### config.mk
export PLATFORM = sky130hd
export DESIGN_NAME = sprite_keyframe_sequencer_flat
export DESIGN_NICKNAME = d
export VERILOG_FILES = /design/src/hdl/skseq_pkg.sv /design/src/hdl/skseq_if.sv /design/src/hdl/skseq_table.sv /design/src/hdl/skseq_step.sv /design/src/hdl/skseq_outq.sv /design/src/hdl/sprite_keyframe_sequencer.sv /design/src/flat_wrapper.sv
export SDC_FILE = /design/constraint.sdc
export NUM_CORES = 2
export LEC_CHECK = 0
export BUFFER_PORTS_ARGS = -buffer_cell sky130_fd_sc_hd__buf_2
export CORE_UTILIZATION = 39
export CTS_BUF_LIST = sky130_fd_sc_hd__clkbuf_4 sky130_fd_sc_hd__clkbuf_8
export DETAILED_ROUTE_END_ITERATION = 12
export PLACE_DENSITY = 0.58
export SKIP_LAST_GASP = 1
export SYNTH_ARGS = -nofsm -noshare
export SYNTH_HDL_FRONTEND = slang
export SYNTH_HIERARCHICAL = 1
export SYNTH_SLANG_ARGS = --single-unit
### constraint.sdc
create_clock -name clk -period 5.4 [get_ports clk]
set_input_delay 0.81 -clock clk [delete_from_list [all_inputs] [get_ports clk]]
set_output_delay 0.81 -clock clk [all_outputs]
set_load 0.005 [all_outputs]
### src/hdl/skseq_pkg.sv
// skseq_pkg: shared types and constants of the sprite keyframe sequencer
`timescale 1ns / 1ps
`default_nettype none
package skseq_pkg;

  localparam int MAX_FRAMES_DEF = 64;
  localparam int CFG_IDX_W      = 2;
  localparam int CFG_DATA_W     = 7;

  // opcodes of an input transaction
  typedef enum logic [2:0] {
    OP_TICK     = 3'd0,
    OP_PLAY     = 3'd1,
    OP_PLAY_REV = 3'd2,
    OP_STOP     = 3'd3,
    OP_LOAD     = 3'd4
  } opcode_t;

  // wrap behavior for a position outside the clip
  typedef enum logic [1:0] {
    WRAP_ONCE     = 2'd0,
    WRAP_LOOP     = 2'd1,
    WRAP_PINGPONG = 2'd2,
    WRAP_CLAMP    = 2'd3
  } wrap_sel_t;

  // configuration register indexes
  typedef enum logic [CFG_IDX_W-1:0] {
    CFG_WRAP_SEL    = 2'd0,
    CFG_CLAMP_FRAME = 2'd1,
    CFG_FRAME_COUNT = 2'd2
  } cfg_index_t;

  // one keyframe table entry
  typedef struct packed {
    logic [23:0] duration;
    logic [7:0]  sprite;
    logic [7:0]  image;
  } key_entry_t;

  // one result transaction
  typedef struct packed {
    logic              frame_shown;
    logic [7:0]        out_sprite;
    logic [7:0]        out_image;
    logic              stopped_event;
    logic              is_playing;
    logic signed [7:0] position;
  } result_t;

  // playback status seen by the top level
  typedef struct packed {
    logic              playing;
    logic              reversed;
    logic signed [7:0] position;
  } play_status_t;

endpackage
`default_nettype wire

### src/hdl/skseq_if.sv
// skseq_if: input and output channel interfaces of the sequencer
`timescale 1ns / 1ps
`default_nettype none
interface skseq_in_if;
  logic        valid;
  logic        ready;
  logic [2:0]  opcode;
  logic [15:0] delta_time;
  logic [5:0]  key_slot;
  logic [23:0] key_duration;
  logic [7:0]  key_sprite;
  logic [7:0]  key_image;

  modport source (output valid, opcode, delta_time, key_slot, key_duration,
                  key_sprite, key_image, input ready);
  modport sink (input valid, opcode, delta_time, key_slot, key_duration,
                key_sprite, key_image, output ready);
endinterface

interface skseq_out_if;
  logic              valid;
  logic              ready;
  logic              frame_shown;
  logic [7:0]        out_sprite;
  logic [7:0]        out_image;
  logic              stopped_event;
  logic              is_playing;
  logic signed [7:0] position;

  modport source (output valid, frame_shown, out_sprite, out_image, stopped_event,
                  is_playing, position, input ready);
  modport sink (input valid, frame_shown, out_sprite, out_image, stopped_event,
                is_playing, position, output ready);
endinterface
`default_nettype wire

### src/hdl/skseq_table.sv
// skseq_table: keyframe memory, one write port and one registered read port
`timescale 1ns / 1ps
`default_nettype none
module skseq_table #(
  parameter int DEPTH = skseq_pkg::MAX_FRAMES_DEF,
  parameter int AW    = 6
) (
  input  wire logic                   clk,
  input  wire logic                   we,
  input  wire logic [AW-1:0]          waddr,
  input  wire skseq_pkg::key_entry_t  wdata,
  input  wire logic [AW-1:0]          raddr,
  output skseq_pkg::key_entry_t       rdata
);

  skseq_pkg::key_entry_t mem [DEPTH];

  always_ff @(posedge clk) begin
    if (we) begin
      mem[waddr] <= wdata;
    end
  end

  // write-first: a load to the entry being read is seen at once
  always_ff @(posedge clk) begin
    if (we && (waddr == raddr)) begin
      rdata <= wdata;
    end else begin
      rdata <= mem[raddr];
    end
  end

endmodule
`default_nettype wire

### src/hdl/skseq_step.sv
// skseq_step: playback state, configuration registers and step logic
`timescale 1ns / 1ps
`default_nettype none
module skseq_step #(
  parameter int MAX_FRAMES = skseq_pkg::MAX_FRAMES_DEF,
  parameter int AW         = 6
) (
  input  wire logic                              clk,
  input  wire logic                              rst,
  input  wire logic                              cfg_we,
  input  wire logic [skseq_pkg::CFG_IDX_W-1:0]   cfg_index,
  input  wire logic [skseq_pkg::CFG_DATA_W-1:0]  cfg_wdata,
  input  wire logic                              acc,
  input  wire logic [2:0]                        opcode,
  input  wire logic [15:0]                       delta_time,
  input  wire logic [5:0]                        key_slot,
  input  wire logic [23:0]                       key_duration,
  input  wire logic [7:0]                        key_sprite,
  input  wire logic [7:0]                        key_image,
  input  wire skseq_pkg::key_entry_t             rd_entry,
  output logic [AW-1:0]                          rd_addr,
  output logic                                   wr_en,
  output logic [AW-1:0]                          wr_addr,
  output skseq_pkg::key_entry_t                  wr_entry,
  output skseq_pkg::result_t                     result,
  output skseq_pkg::play_status_t                status
);

  localparam logic [8:0] MAX_LEN = 9'(MAX_FRAMES);

  logic [1:0]        wrap_sel;
  logic [5:0]        clamp_frame;
  logic [6:0]        frame_count;
  logic signed [7:0] pos, pos_next;
  logic [31:0]       elapsed, elapsed_next;
  logic              playing, playing_next;
  logic              reversed, reversed_next;

  logic [8:0]  len_wide;
  logic [7:0]  len;
  logic        in_range;
  logic        early;
  logic [32:0] sum;
  logic [31:0] sum_sat;
  logic        shown, stopped;

  always_ff @(posedge clk) begin
    if (rst) begin
      wrap_sel    <= '0;
      clamp_frame <= '0;
      frame_count <= '0;
    end else if (cfg_we) begin
      case (cfg_index)
        skseq_pkg::CFG_WRAP_SEL:    wrap_sel    <= cfg_wdata[1:0];
        skseq_pkg::CFG_CLAMP_FRAME: clamp_frame <= cfg_wdata[5:0];
        skseq_pkg::CFG_FRAME_COUNT: frame_count <= cfg_wdata;
        default: ;
      endcase
    end
  end

  assign len_wide = ({2'b00, frame_count} > MAX_LEN) ? MAX_LEN : {2'b00, frame_count};
  assign len      = len_wide[7:0];
  assign in_range = !pos[7] && (pos < len);
  assign early    = elapsed < {8'h00, rd_entry.duration};
  assign sum      = {1'b0, elapsed} + {17'h0, delta_time};
  assign sum_sat  = sum[32] ? 32'hFFFF_FFFF : sum[31:0];

  always_comb begin
    pos_next      = pos;
    elapsed_next  = elapsed;
    playing_next  = playing;
    reversed_next = reversed;
    shown         = 1'b0;
    stopped       = 1'b0;
    if (acc) begin
      case (opcode)
        skseq_pkg::OP_TICK: begin
          if (playing) begin
            if (in_range) begin
              if (early) begin
                elapsed_next = sum_sat;
              end else begin
                shown        = 1'b1;
                elapsed_next = elapsed - {8'h00, rd_entry.duration};
                pos_next     = reversed ? pos - 8'sd1 : pos + 8'sd1;
              end
            end else begin
              case (wrap_sel)
                skseq_pkg::WRAP_ONCE: begin
                  playing_next = 1'b0;
                  pos_next     = '0;
                  stopped      = 1'b1;
                end
                skseq_pkg::WRAP_LOOP: pos_next = '0;
                skseq_pkg::WRAP_PINGPONG: begin
                  if (!reversed && (pos == len)) begin
                    reversed_next = 1'b1;
                    pos_next      = pos - 8'sd1;
                  end else if (reversed && pos[7]) begin
                    reversed_next = 1'b0;
                    playing_next  = 1'b0;
                    pos_next      = '0;
                    elapsed_next  = '0;
                    stopped       = 1'b1;
                  end
                end
                default: pos_next = {2'b00, clamp_frame};
              endcase
            end
          end
        end
        skseq_pkg::OP_PLAY: begin
          pos_next      = '0;
          elapsed_next  = '0;
          playing_next  = 1'b1;
          reversed_next = 1'b0;
        end
        skseq_pkg::OP_PLAY_REV: begin
          pos_next      = len - 8'd1;
          elapsed_next  = '0;
          playing_next  = 1'b1;
          reversed_next = 1'b1;
        end
        skseq_pkg::OP_STOP: begin
          playing_next = 1'b0;
          pos_next     = '0;
          stopped      = 1'b1;
        end
        default: ;
      endcase
    end
  end

  always_ff @(posedge clk) begin
    if (rst) begin
      pos      <= '0;
      elapsed  <= '0;
      playing  <= 1'b0;
      reversed <= 1'b0;
    end else begin
      pos      <= pos_next;
      elapsed  <= elapsed_next;
      playing  <= playing_next;
      reversed <= reversed_next;
    end
  end

  // next position addresses the table so its entry is ready for the next item
  assign rd_addr = rst ? '0 : pos_next[AW-1:0];

  assign wr_en             = acc && (opcode == skseq_pkg::OP_LOAD) &&
                             ({3'b000, key_slot} < MAX_LEN);
  assign wr_addr           = AW'(key_slot);
  assign wr_entry.duration = key_duration;
  assign wr_entry.sprite   = key_sprite;
  assign wr_entry.image    = key_image;

  assign result.frame_shown   = shown;
  assign result.out_sprite    = shown ? rd_entry.sprite : 8'h00;
  assign result.out_image     = shown ? rd_entry.image : 8'h00;
  assign result.stopped_event = stopped;
  assign result.is_playing    = playing_next;
  assign result.position      = pos_next;

  assign status.playing  = playing;
  assign status.reversed = reversed;
  assign status.position = pos;

endmodule
`default_nettype wire

### src/hdl/skseq_outq.sv
// skseq_outq: two-entry result queue between the step logic and the output
`timescale 1ns / 1ps
`default_nettype none
module skseq_outq (
  input  wire logic                clk,
  input  wire logic                rst,
  input  wire logic                push,
  input  wire skseq_pkg::result_t  push_data,
  output logic                     can_push,
  output logic                     out_valid,
  input  wire logic                out_ready,
  output skseq_pkg::result_t       out_data
);

  skseq_pkg::result_t slots [2];
  logic       head, tail;
  logic [1:0] count;
  logic       pop;

  assign pop       = out_valid && out_ready;
  assign can_push  = (count != 2'd2);
  assign out_valid = (count != 2'd0);
  assign out_data  = slots[head];

  always_ff @(posedge clk) begin
    if (push) begin
      slots[tail] <= push_data;
    end
  end

  always_ff @(posedge clk) begin
    if (rst) begin
      head  <= 1'b0;
      tail  <= 1'b0;
      count <= '0;
    end else begin
      if (push) begin
        tail <= ~tail;
      end
      if (pop) begin
        head <= ~head;
      end
      case ({push, pop})
        2'b10:   count <= count + 2'd1;
        2'b01:   count <= count - 2'd1;
        default: count <= count;
      endcase
    end
  end

endmodule
`default_nettype wire

### src/hdl/sprite_keyframe_sequencer.sv
// sprite_keyframe_sequencer: top level of the keyframe animation sequencer
//
//  channel   dir  handshake            contents
//  in_ch     in   valid / ready        opcode, delta_time, key_* load fields
//  out_ch    out  valid / ready        frame_shown, sprite, image, stop, status
//  cfg_*     in   cfg_we, no stall     wrap_sel, clamp_frame, frame_count
//
// one transaction per cycle while the result queue has room; each result is queued at acceptance
// the keyframe memory is read at the next position, so its entry is on hand
//   for the following tick with no bubble; a load to that entry is forwarded
// synchronous active-high reset; no clearing pass, the tables are loaded
//   by the user before play
// a two-entry result queue keeps in_ch.ready high while one result waits
`timescale 1ns / 1ps
`default_nettype none
module sprite_keyframe_sequencer #(
  parameter int MAX_FRAMES = skseq_pkg::MAX_FRAMES_DEF
) (
  input  wire logic                              clk,
  input  wire logic                              rst,
  input  wire logic                              cfg_we,
  input  wire logic [skseq_pkg::CFG_IDX_W-1:0]   cfg_index,
  input  wire logic [skseq_pkg::CFG_DATA_W-1:0]  cfg_wdata,
  skseq_in_if.sink                               in_ch,
  skseq_out_if.source                            out_ch
);

  // table address width, at least one bit
  localparam int AW = (MAX_FRAMES > 1) ? $clog2(MAX_FRAMES) : 1;

  logic                    acc;
  logic                    can_push;
  logic [AW-1:0]           rd_addr;
  logic                    wr_en;
  logic [AW-1:0]           wr_addr;
  skseq_pkg::key_entry_t   wr_entry;
  skseq_pkg::key_entry_t   rd_entry;
  skseq_pkg::result_t      result;
  skseq_pkg::result_t      out_data;
  skseq_pkg::play_status_t status;
  logic                    out_valid;

  // input transaction accepted whenever the result queue has room
  assign in_ch.ready = can_push;
  assign acc         = in_ch.valid && can_push;

  skseq_table #(
    .DEPTH (MAX_FRAMES),
    .AW    (AW)
  ) u_table (
    .clk   (clk),
    .we    (wr_en),
    .waddr (wr_addr),
    .wdata (wr_entry),
    .raddr (rd_addr),
    .rdata (rd_entry)
  );

  skseq_step #(
    .MAX_FRAMES (MAX_FRAMES),
    .AW         (AW)
  ) u_step (
    .clk          (clk),
    .rst          (rst),
    .cfg_we       (cfg_we),
    .cfg_index    (cfg_index),
    .cfg_wdata    (cfg_wdata),
    .acc          (acc),
    .opcode       (in_ch.opcode),
    .delta_time   (in_ch.delta_time),
    .key_slot     (in_ch.key_slot),
    .key_duration (in_ch.key_duration),
    .key_sprite   (in_ch.key_sprite),
    .key_image    (in_ch.key_image),
    .rd_entry     (rd_entry),
    .rd_addr      (rd_addr),
    .wr_en        (wr_en),
    .wr_addr      (wr_addr),
    .wr_entry     (wr_entry),
    .result       (result),
    .status       (status)
  );

  skseq_outq u_outq (
    .clk       (clk),
    .rst       (rst),
    .push      (acc),
    .push_data (result),
    .can_push  (can_push),
    .out_valid (out_valid),
    .out_ready (out_ch.ready),
    .out_data  (out_data)
  );

  assign out_ch.valid         = out_valid;
  assign out_ch.frame_shown   = out_data.frame_shown;
  assign out_ch.out_sprite    = out_data.out_sprite;
  assign out_ch.out_image     = out_data.out_image;
  assign out_ch.stopped_event = out_data.stopped_event;
  assign out_ch.is_playing    = out_data.is_playing;
  assign out_ch.position      = out_data.position;

`ifndef SYNTHESIS
  // a full queue always has a result on offer
  a_full_has_output: assert property (@(posedge clk) disable iff (rst)
    !can_push |-> out_valid)
    else $error("result queue full with no output valid");

  // a frame is never issued in the same step that playback stops
  a_shown_not_stopped: assert property (@(posedge clk) disable iff (rst)
    out_valid |-> !(out_data.frame_shown && out_data.stopped_event))
    else $error("frame issued together with stop event");

  // a stop transaction leaves playback halted at position zero
  a_stop_halts: assert property (@(posedge clk) disable iff (rst)
    (acc && (in_ch.opcode == skseq_pkg::OP_STOP)) |=>
      (!status.playing && (status.position == 8'sd0)))
    else $error("stop did not halt playback");

  // forward play starts at position zero, not reversed
  a_play_starts: assert property (@(posedge clk) disable iff (rst)
    (acc && (in_ch.opcode == skseq_pkg::OP_PLAY)) |=>
      (status.playing && !status.reversed && (status.position == 8'sd0)))
    else $error("play did not start at position zero");
`endif

endmodule
`default_nettype wire

### src/flat_wrapper.sv
// flat-port wrapper written by rule: the top's interface ports become plain ports
module sprite_keyframe_sequencer_flat 
#(
  parameter int MAX_FRAMES = skseq_pkg::MAX_FRAMES_DEF
)
  (clk, rst, cfg_we, cfg_index, cfg_wdata, in_ch_valid, in_ch_opcode, in_ch_delta_time, in_ch_key_slot, in_ch_key_duration, in_ch_key_sprite, in_ch_key_image, in_ch_ready, out_ch_valid, out_ch_frame_shown, out_ch_out_sprite, out_ch_out_image, out_ch_stopped_event, out_ch_is_playing, out_ch_position, out_ch_ready);
  skseq_in_if in_ch_i ();
  skseq_out_if out_ch_i ();
  input  wire logic clk;
  input  wire logic rst;
  input  wire logic cfg_we;
  input  wire logic [skseq_pkg::CFG_IDX_W-1:0] cfg_index;
  input  wire logic [skseq_pkg::CFG_DATA_W-1:0] cfg_wdata;
  input wire logic [$bits(in_ch_i.valid)-1:0] in_ch_valid;
  input wire logic [$bits(in_ch_i.opcode)-1:0] in_ch_opcode;
  input wire logic [$bits(in_ch_i.delta_time)-1:0] in_ch_delta_time;
  input wire logic [$bits(in_ch_i.key_slot)-1:0] in_ch_key_slot;
  input wire logic [$bits(in_ch_i.key_duration)-1:0] in_ch_key_duration;
  input wire logic [$bits(in_ch_i.key_sprite)-1:0] in_ch_key_sprite;
  input wire logic [$bits(in_ch_i.key_image)-1:0] in_ch_key_image;
  output wire logic [$bits(in_ch_i.ready)-1:0] in_ch_ready;
  output wire logic [$bits(out_ch_i.valid)-1:0] out_ch_valid;
  output wire logic [$bits(out_ch_i.frame_shown)-1:0] out_ch_frame_shown;
  output wire logic [$bits(out_ch_i.out_sprite)-1:0] out_ch_out_sprite;
  output wire logic [$bits(out_ch_i.out_image)-1:0] out_ch_out_image;
  output wire logic [$bits(out_ch_i.stopped_event)-1:0] out_ch_stopped_event;
  output wire logic [$bits(out_ch_i.is_playing)-1:0] out_ch_is_playing;
  output wire logic [$bits(out_ch_i.position)-1:0] out_ch_position;
  input wire logic [$bits(out_ch_i.ready)-1:0] out_ch_ready;
  assign in_ch_i.valid = in_ch_valid;
  assign in_ch_i.opcode = in_ch_opcode;
  assign in_ch_i.delta_time = in_ch_delta_time;
  assign in_ch_i.key_slot = in_ch_key_slot;
  assign in_ch_i.key_duration = in_ch_key_duration;
  assign in_ch_i.key_sprite = in_ch_key_sprite;
  assign in_ch_i.key_image = in_ch_key_image;
  assign in_ch_ready = in_ch_i.ready;
  assign out_ch_valid = out_ch_i.valid;
  assign out_ch_frame_shown = out_ch_i.frame_shown;
  assign out_ch_out_sprite = out_ch_i.out_sprite;
  assign out_ch_out_image = out_ch_i.out_image;
  assign out_ch_stopped_event = out_ch_i.stopped_event;
  assign out_ch_is_playing = out_ch_i.is_playing;
  assign out_ch_position = out_ch_i.position;
  assign out_ch_i.ready = out_ch_ready;
  sprite_keyframe_sequencer #(.MAX_FRAMES(MAX_FRAMES)) u_core (.clk(clk), .rst(rst), .cfg_we(cfg_we), .cfg_index(cfg_index), .cfg_wdata(cfg_wdata), .in_ch(in_ch_i), .out_ch(out_ch_i));
endmodule
Yosys cells after proc, flatten, opt, wreduce, memory -nomap -nowiden:

Memory sizes are Yosys's and may differ from the RTL's. A register that Yosys moved wholly into a read port is not among the register bits.
Index checks and enable logic that the tools add are counted.

* multipliers: 0
* add/sub/neg operators: 7
* bitwise operators: 2
* reduce and logical (&&, ||, !) cells: 23
* eq/ne operators: 19
* multiplexer cells: 53
* shift operators: 0
* magnitude comparators: 3
* div/mod/pow operators: 0

Operator list (number)
* $mux 32: 7
* $mux 8: 9
* $pmux 32 s2: 1
* $add 32x16->33: 1
* $lt 32x24->1: 1
* $sub 32x24->32: 1
* $mux 1: 26
* $pmux 8 s3: 1
* $pmux 8 s2: 1
* $ne 3x3->1 const B: 4
* $reduce_and 6->1: 2
* $add 8x2->8 const B: 1
* $eq 8x7->1: 1
* $lt 8x7->1: 1
* $ne 2x2->1 const B: 4
* $sub 7x1->8 const B: 1
* $sub 8x2->8 const B: 1
* $gt 7x7->1 const B: 1
* $mux 7: 1
* $eq 2x1->1 const B: 3
* $eq 2x2->1 const B: 3
* $eq 3x2->1 const B: 2
* $logic_and 1x1->1: 6
* $mux 6: 1
* other kinds (15): 27

* bits in latches: 0
* memories: 2
* ROM bits: 0
* register bits: 61
* logic and storage cells: 119
* bits of input ports: 79
* bits in writable memories: 2614

Memories
* u_core.u_table.mem: depth 64, bits a word 40, read ports 1, clocked after Yosys merged registers in 1, wr ports 1, RTL line skseq_table.sv:16 `skseq_pkg::key_entry_t mem [DEPTH];`
* u_core.u_outq.slots: depth 2, bits a word 27, read ports 1, clocked after Yosys merged registers in 1, wr ports 1, RTL line skseq_outq.sv:15 `skseq_pkg::result_t slots [2];`

Depth between registers and ports, before layout:

* depth after elaboration: 11
* mapped depth: 22

Modules after synthesis:

Netlist, hierarchy kept.

Modules (own cells, without submodules)
* skseq_table: area each 97150.7 sq um, cells each 4161, times used 1
* skseq_step: area each 5994.5 sq um, cells each 825, times used 1
* skseq_outq: area each 2154.6 sq um, cells each 107, times used 1
* sprite_keyframe_sequencer: area each 6.3 sq um, cells each 1, times used 1

Least setup slack after synthesis:

No wires, ideal clock.

* kind: input to register
* start: in in_ch_valid
* end: mem u_core/u_table/mem[48][0] (netlist bit), enable pin
* setup time: 0.487 ns
* cell stages on the path: 6
* arrival: 4.554 ns
* required time: 4.913 ns
* slack: 0.359 ns
* path through: and2_1 nand2_1 nor3_1 nor2b_1 nand4b_1 nor3_1

* longest elaborated chain between the ends: 4

RTL lines
* start, declared: RTL line flat_wrapper.sv:14 `input wire logic [$bits(in_ch_i.valid)-1:0] in_ch_valid;`
* $logic_and 1x1->1: RTL line sprite_keyframe_sequencer.sv:45 `assign acc = in_ch.valid && can_push;`
* $logic_and 1x1->1: RTL line skseq_step.sv:152 `assign wr_en = acc && (opcode == skseq_pkg::OP_LOAD) &&`
* net u_core.wr_en: RTL line sprite_keyframe_sequencer.sv:34 `logic wr_en;`
* $mux 1: RTL line skseq_table.sv:19 `if (we) begin`
* $mux 1 (not written as such): RTL line skseq_table.sv:20 `mem[waddr] <= wdata;`
* end, declared: RTL line skseq_table.sv:16

The timed path passes the listed nets, and every way through them passes these cells.

==> out/qor.yml <==
status: "finished clean"
rsz0062_at_grt: "false"
holdPathEnd: "u_core/u_step/frame_count[6]"
grt_max_degree: 65
hold_viol: 0
critPathArrivalTime_ns: 6.12
pin_count: 108
vdd_drop_max_mv: 0.227
timing.final.crit_share_pct: 97.2
p_sw_share_pct: 22.7
wl_per_cell_um: 30.8
path_delay_family: "compound AO/OA/AOI/OAI gates"
wirelength_um: 297000
cp-end-kind: "flop"
r2r_slack_ns: 0.15
intPower_mw: 32.7
maxCapViolCount: 0
cp_max_fo: 24
die_w_um: 522
cts.clk_slew.worst_paths_ns: 0.06
synth_nets: 5224
drt_iter0_drc: 6372
fmax_ghz: 0.190
critPathMaxStageDelay_ns: 0.50
place_area_mm2: 0.114
start_util_pct: 39.3
p_leak_nw: 38.1
fin_hold_ws_ns: 0.102
grt_usage_pct: 21.6
power_mw: 42.3
synth_warnings: 6
dieArea_mm2: 0.272
crit_top_cell: "buf_4"
seqPwrFrac_pct: 54.4
hold_start: "cfg_wdata[6]"
cts_buffers: 428
hold_depth: 3
maxSlewHeadroom_pct: 9.04
dp_hpwl_um: 171000
clock_sinks: 2682
finalCriticalPeriod_ns: 5.25
coreArea_mm2: 0.268
postCtsHoldBufs: 0
worst_slew_pin_slew_ns: 1.35
cp_data_required_time_ns: 6.27
htree_num_levels: 5
critPathBufInv: 5
grt_pass1_wl_um: 417000
row_count: 190
power_frac_comb_pct: 6.1
grt_antenna_before_repair: 26
syn_area_per_cell_um2: 20.7
crit_slowest_cell: "dfxtp_4"
route.detailed.drc: 0
startpoint_type: "flop"
r2r-end: "u_core/u_step/elapsed[24]"
ff2ff_path_depth: 20
fin_nets: 5895
crit_chain: "buf_12 > buf_4 > mux4_2 > nor2b_1 > a211oi_1 > o22ai_1 > buf_4 > and3_1 > inv_1 > ha_1 > a211o_1 > a31oi_2 > and4bb_4 > o31ai_4 > a31oi_2 > or2_1 > buf_4 > nor2_1 > nand4_1 > a31oi_1"
port_buffers: 107
crit_type: "reg2reg"
power_frac_clock_pct: 39.5
grt_overflow: 0
syn_area_mm2: 0.105
tns_ns: 0
die_h_um: 522
cts.path.max_buffers: 4
p_per_area_mw_per_mm2: 347
hold_path.class: "in2reg"
fill_cells: 22700
finalMaxSlewViolations: 0
fin_area_mm2: 0.122
setup_violations: 0
area_growth_pct: 15.8
place.gp.congestion: 0.815
via_count: 55700
syn_inst: 5092
root_buffer: "clkbuf_8"
insertion_delay_ns: 1.06
switchingPower_mw: 9.60
ant_nets: 0
fin_skew_ns: 0.116
dr.pass1.iters: 5
grt_pass1_vias: 55800
viasPerCell: 5.77
cts_tree: "built"
drive_above_1_share_pct: 32.3
-- worst min-delay path: stages --
cell and delay [ns]:
buf_2 0.08, mux2i_1 0.06, nor2_1 0.08
-- per-stage QoR --
stage | cells | setup slack [ns] | util [%]
2_1_floorplan | 5092 | 0.359 | -
4_1_cts | 9637 | 0.00594 | 45.4
3_5_place_dp | 8878 | -0.317 | 42.4
3_3_place_gp | 8878 | -0.433 | 42.4
5_1_grt | 9647 | 0.00235 | 45.5
6_report | 9652 | 0.149 | 45.5
-- worst max-delay path by stage --
stage | from | endpoint | slack [ns] | cells after the start
after global routing | flop | u_core/u_step/elapsed[24] | 0.002 | 21
final | flop | u_core/u_step/elapsed[24] | 0.15 | 20
after detailed placement | flop | u_core/u_step/elapsed[31] | -0.32 | 19
after global placement | flop | u_core/u_step/elapsed[31] | -0.43 | 19
after floorplan | in_ch_valid | u_core/u_table/mem[48][0] | 0.36 | 6
after CTS | flop | u_core/u_step/elapsed[24] | 0.006 | 20
-- power groups by stage --
stage	Sequential (mW)	Clock [mW]	Combinational, mW
after CTS	23.0	17.0	2.59
after detailed placement	23.4	0	2.57
after global routing	23.0	17.9	2.74
after global placement	23.4	0	2.55
after floorplan	23.4	0	1.38
final	23.0	16.7	2.59
-- sequential cells by signal, summed over array words and instances (netlist names), named ones only --
| signal | count |
|---|---|
| u_core/u_step/frame_count | 7 |
| u_core/u_step/reversed | 1 |
| u_core/u_table/mem | 2560 |
| u_core/u_outq/slots | 54 |
| u_core/u_step/clamp_frame | 6 |
| u_core/u_outq/tail | 1 |
| u_core/u_step/elapsed | 32 |
| u_core/u_outq/count | 2 |
| u_core/u_outq/head | 1 |
| u_core/u_step/wrap_sel | 2 |
| u_core/u_step/pos | 8 |
| u_core/u_step/playing | 1 |
-- cell usage in the layout, fill, tap and decap left out, types with 11 or more instances in the layout --
| cell type | n |
|---|---|
| mux4_2 | 608 |
| nor4_2 | 13 |
| a22oi_1 | 27 |
| nor2_4 | 62 |
| nand2_1 | 102 |
| nor2_1 | 109 |
| buf_4 | 349 |
| xnor2_1 | 26 |
| edfxtp_1 | 2614 |
| mux2i_1 | 128 |
| o31ai_1 | 11 |
| o21ai_0 | 77 |
| nand3_1 | 33 |
| a221oi_1 | 34 |
| nor3_1 | 16 |
| nor4_1 | 28 |
| nor2b_1 | 33 |
| a21oi_1 | 123 |
| o221ai_1 | 43 |
| ha_1 | 50 |
| nand2b_1 | 25 |
| clkinv_1 | 118 |
| mux2_2 | 43 |
| and3_1 | 28 |
| dfxtp_1 | 62 |
| a211oi_1 | 15 |
| buf_2 | 107 |
| a22o_1 | 18 |
| o22a_1 | 26 |
| buf_12 | 94 |
| o22ai_1 | 147 |
| inv_1 | 44 |
| xor2_1 | 24 |
| clkbuf_4 | 151 |
| clkinv_2 | 32 |
| o21ai_1 | 15 |
| mux2_1 | 23 |
| o21a_1 | 18 |
| clkbuf_8 | 432 |
-- cell type report --
class                           count  area [µm²]  share of cell area, %
Multi-Input combinational cell   2046       24200                   19.8
Timing Repair Buffer              559        5220                   4.28
Inverter                           46         176                  0.145
Clock inverter                    176         998                  0.819
Tap cell                         3552        4440                   3.64
Clock buffer                      583        7080                   5.80
Sequential cell                  2682       79900                   65.5
Antenna cell                        8        20.0                 0.0164
-- metal layers --
layer	track usage [%]	vias to the layer above	wire length (µm)
li1	-	22800	-
met1	30.9	29900	124000
met3	3.96	458	25600
met5	0	-	150
met4	5.99	24	7670
met2	34.1	2583	140000
-- timing repair --
item	CTS	global route
endpoints found under the setup margin	43	32
setup buffers	0	5
resized for setup	3	17
gates cloned	0	2
endpoints found under the hold margin	0	0
Note: power is estimated with default switching activity, not from simulation.
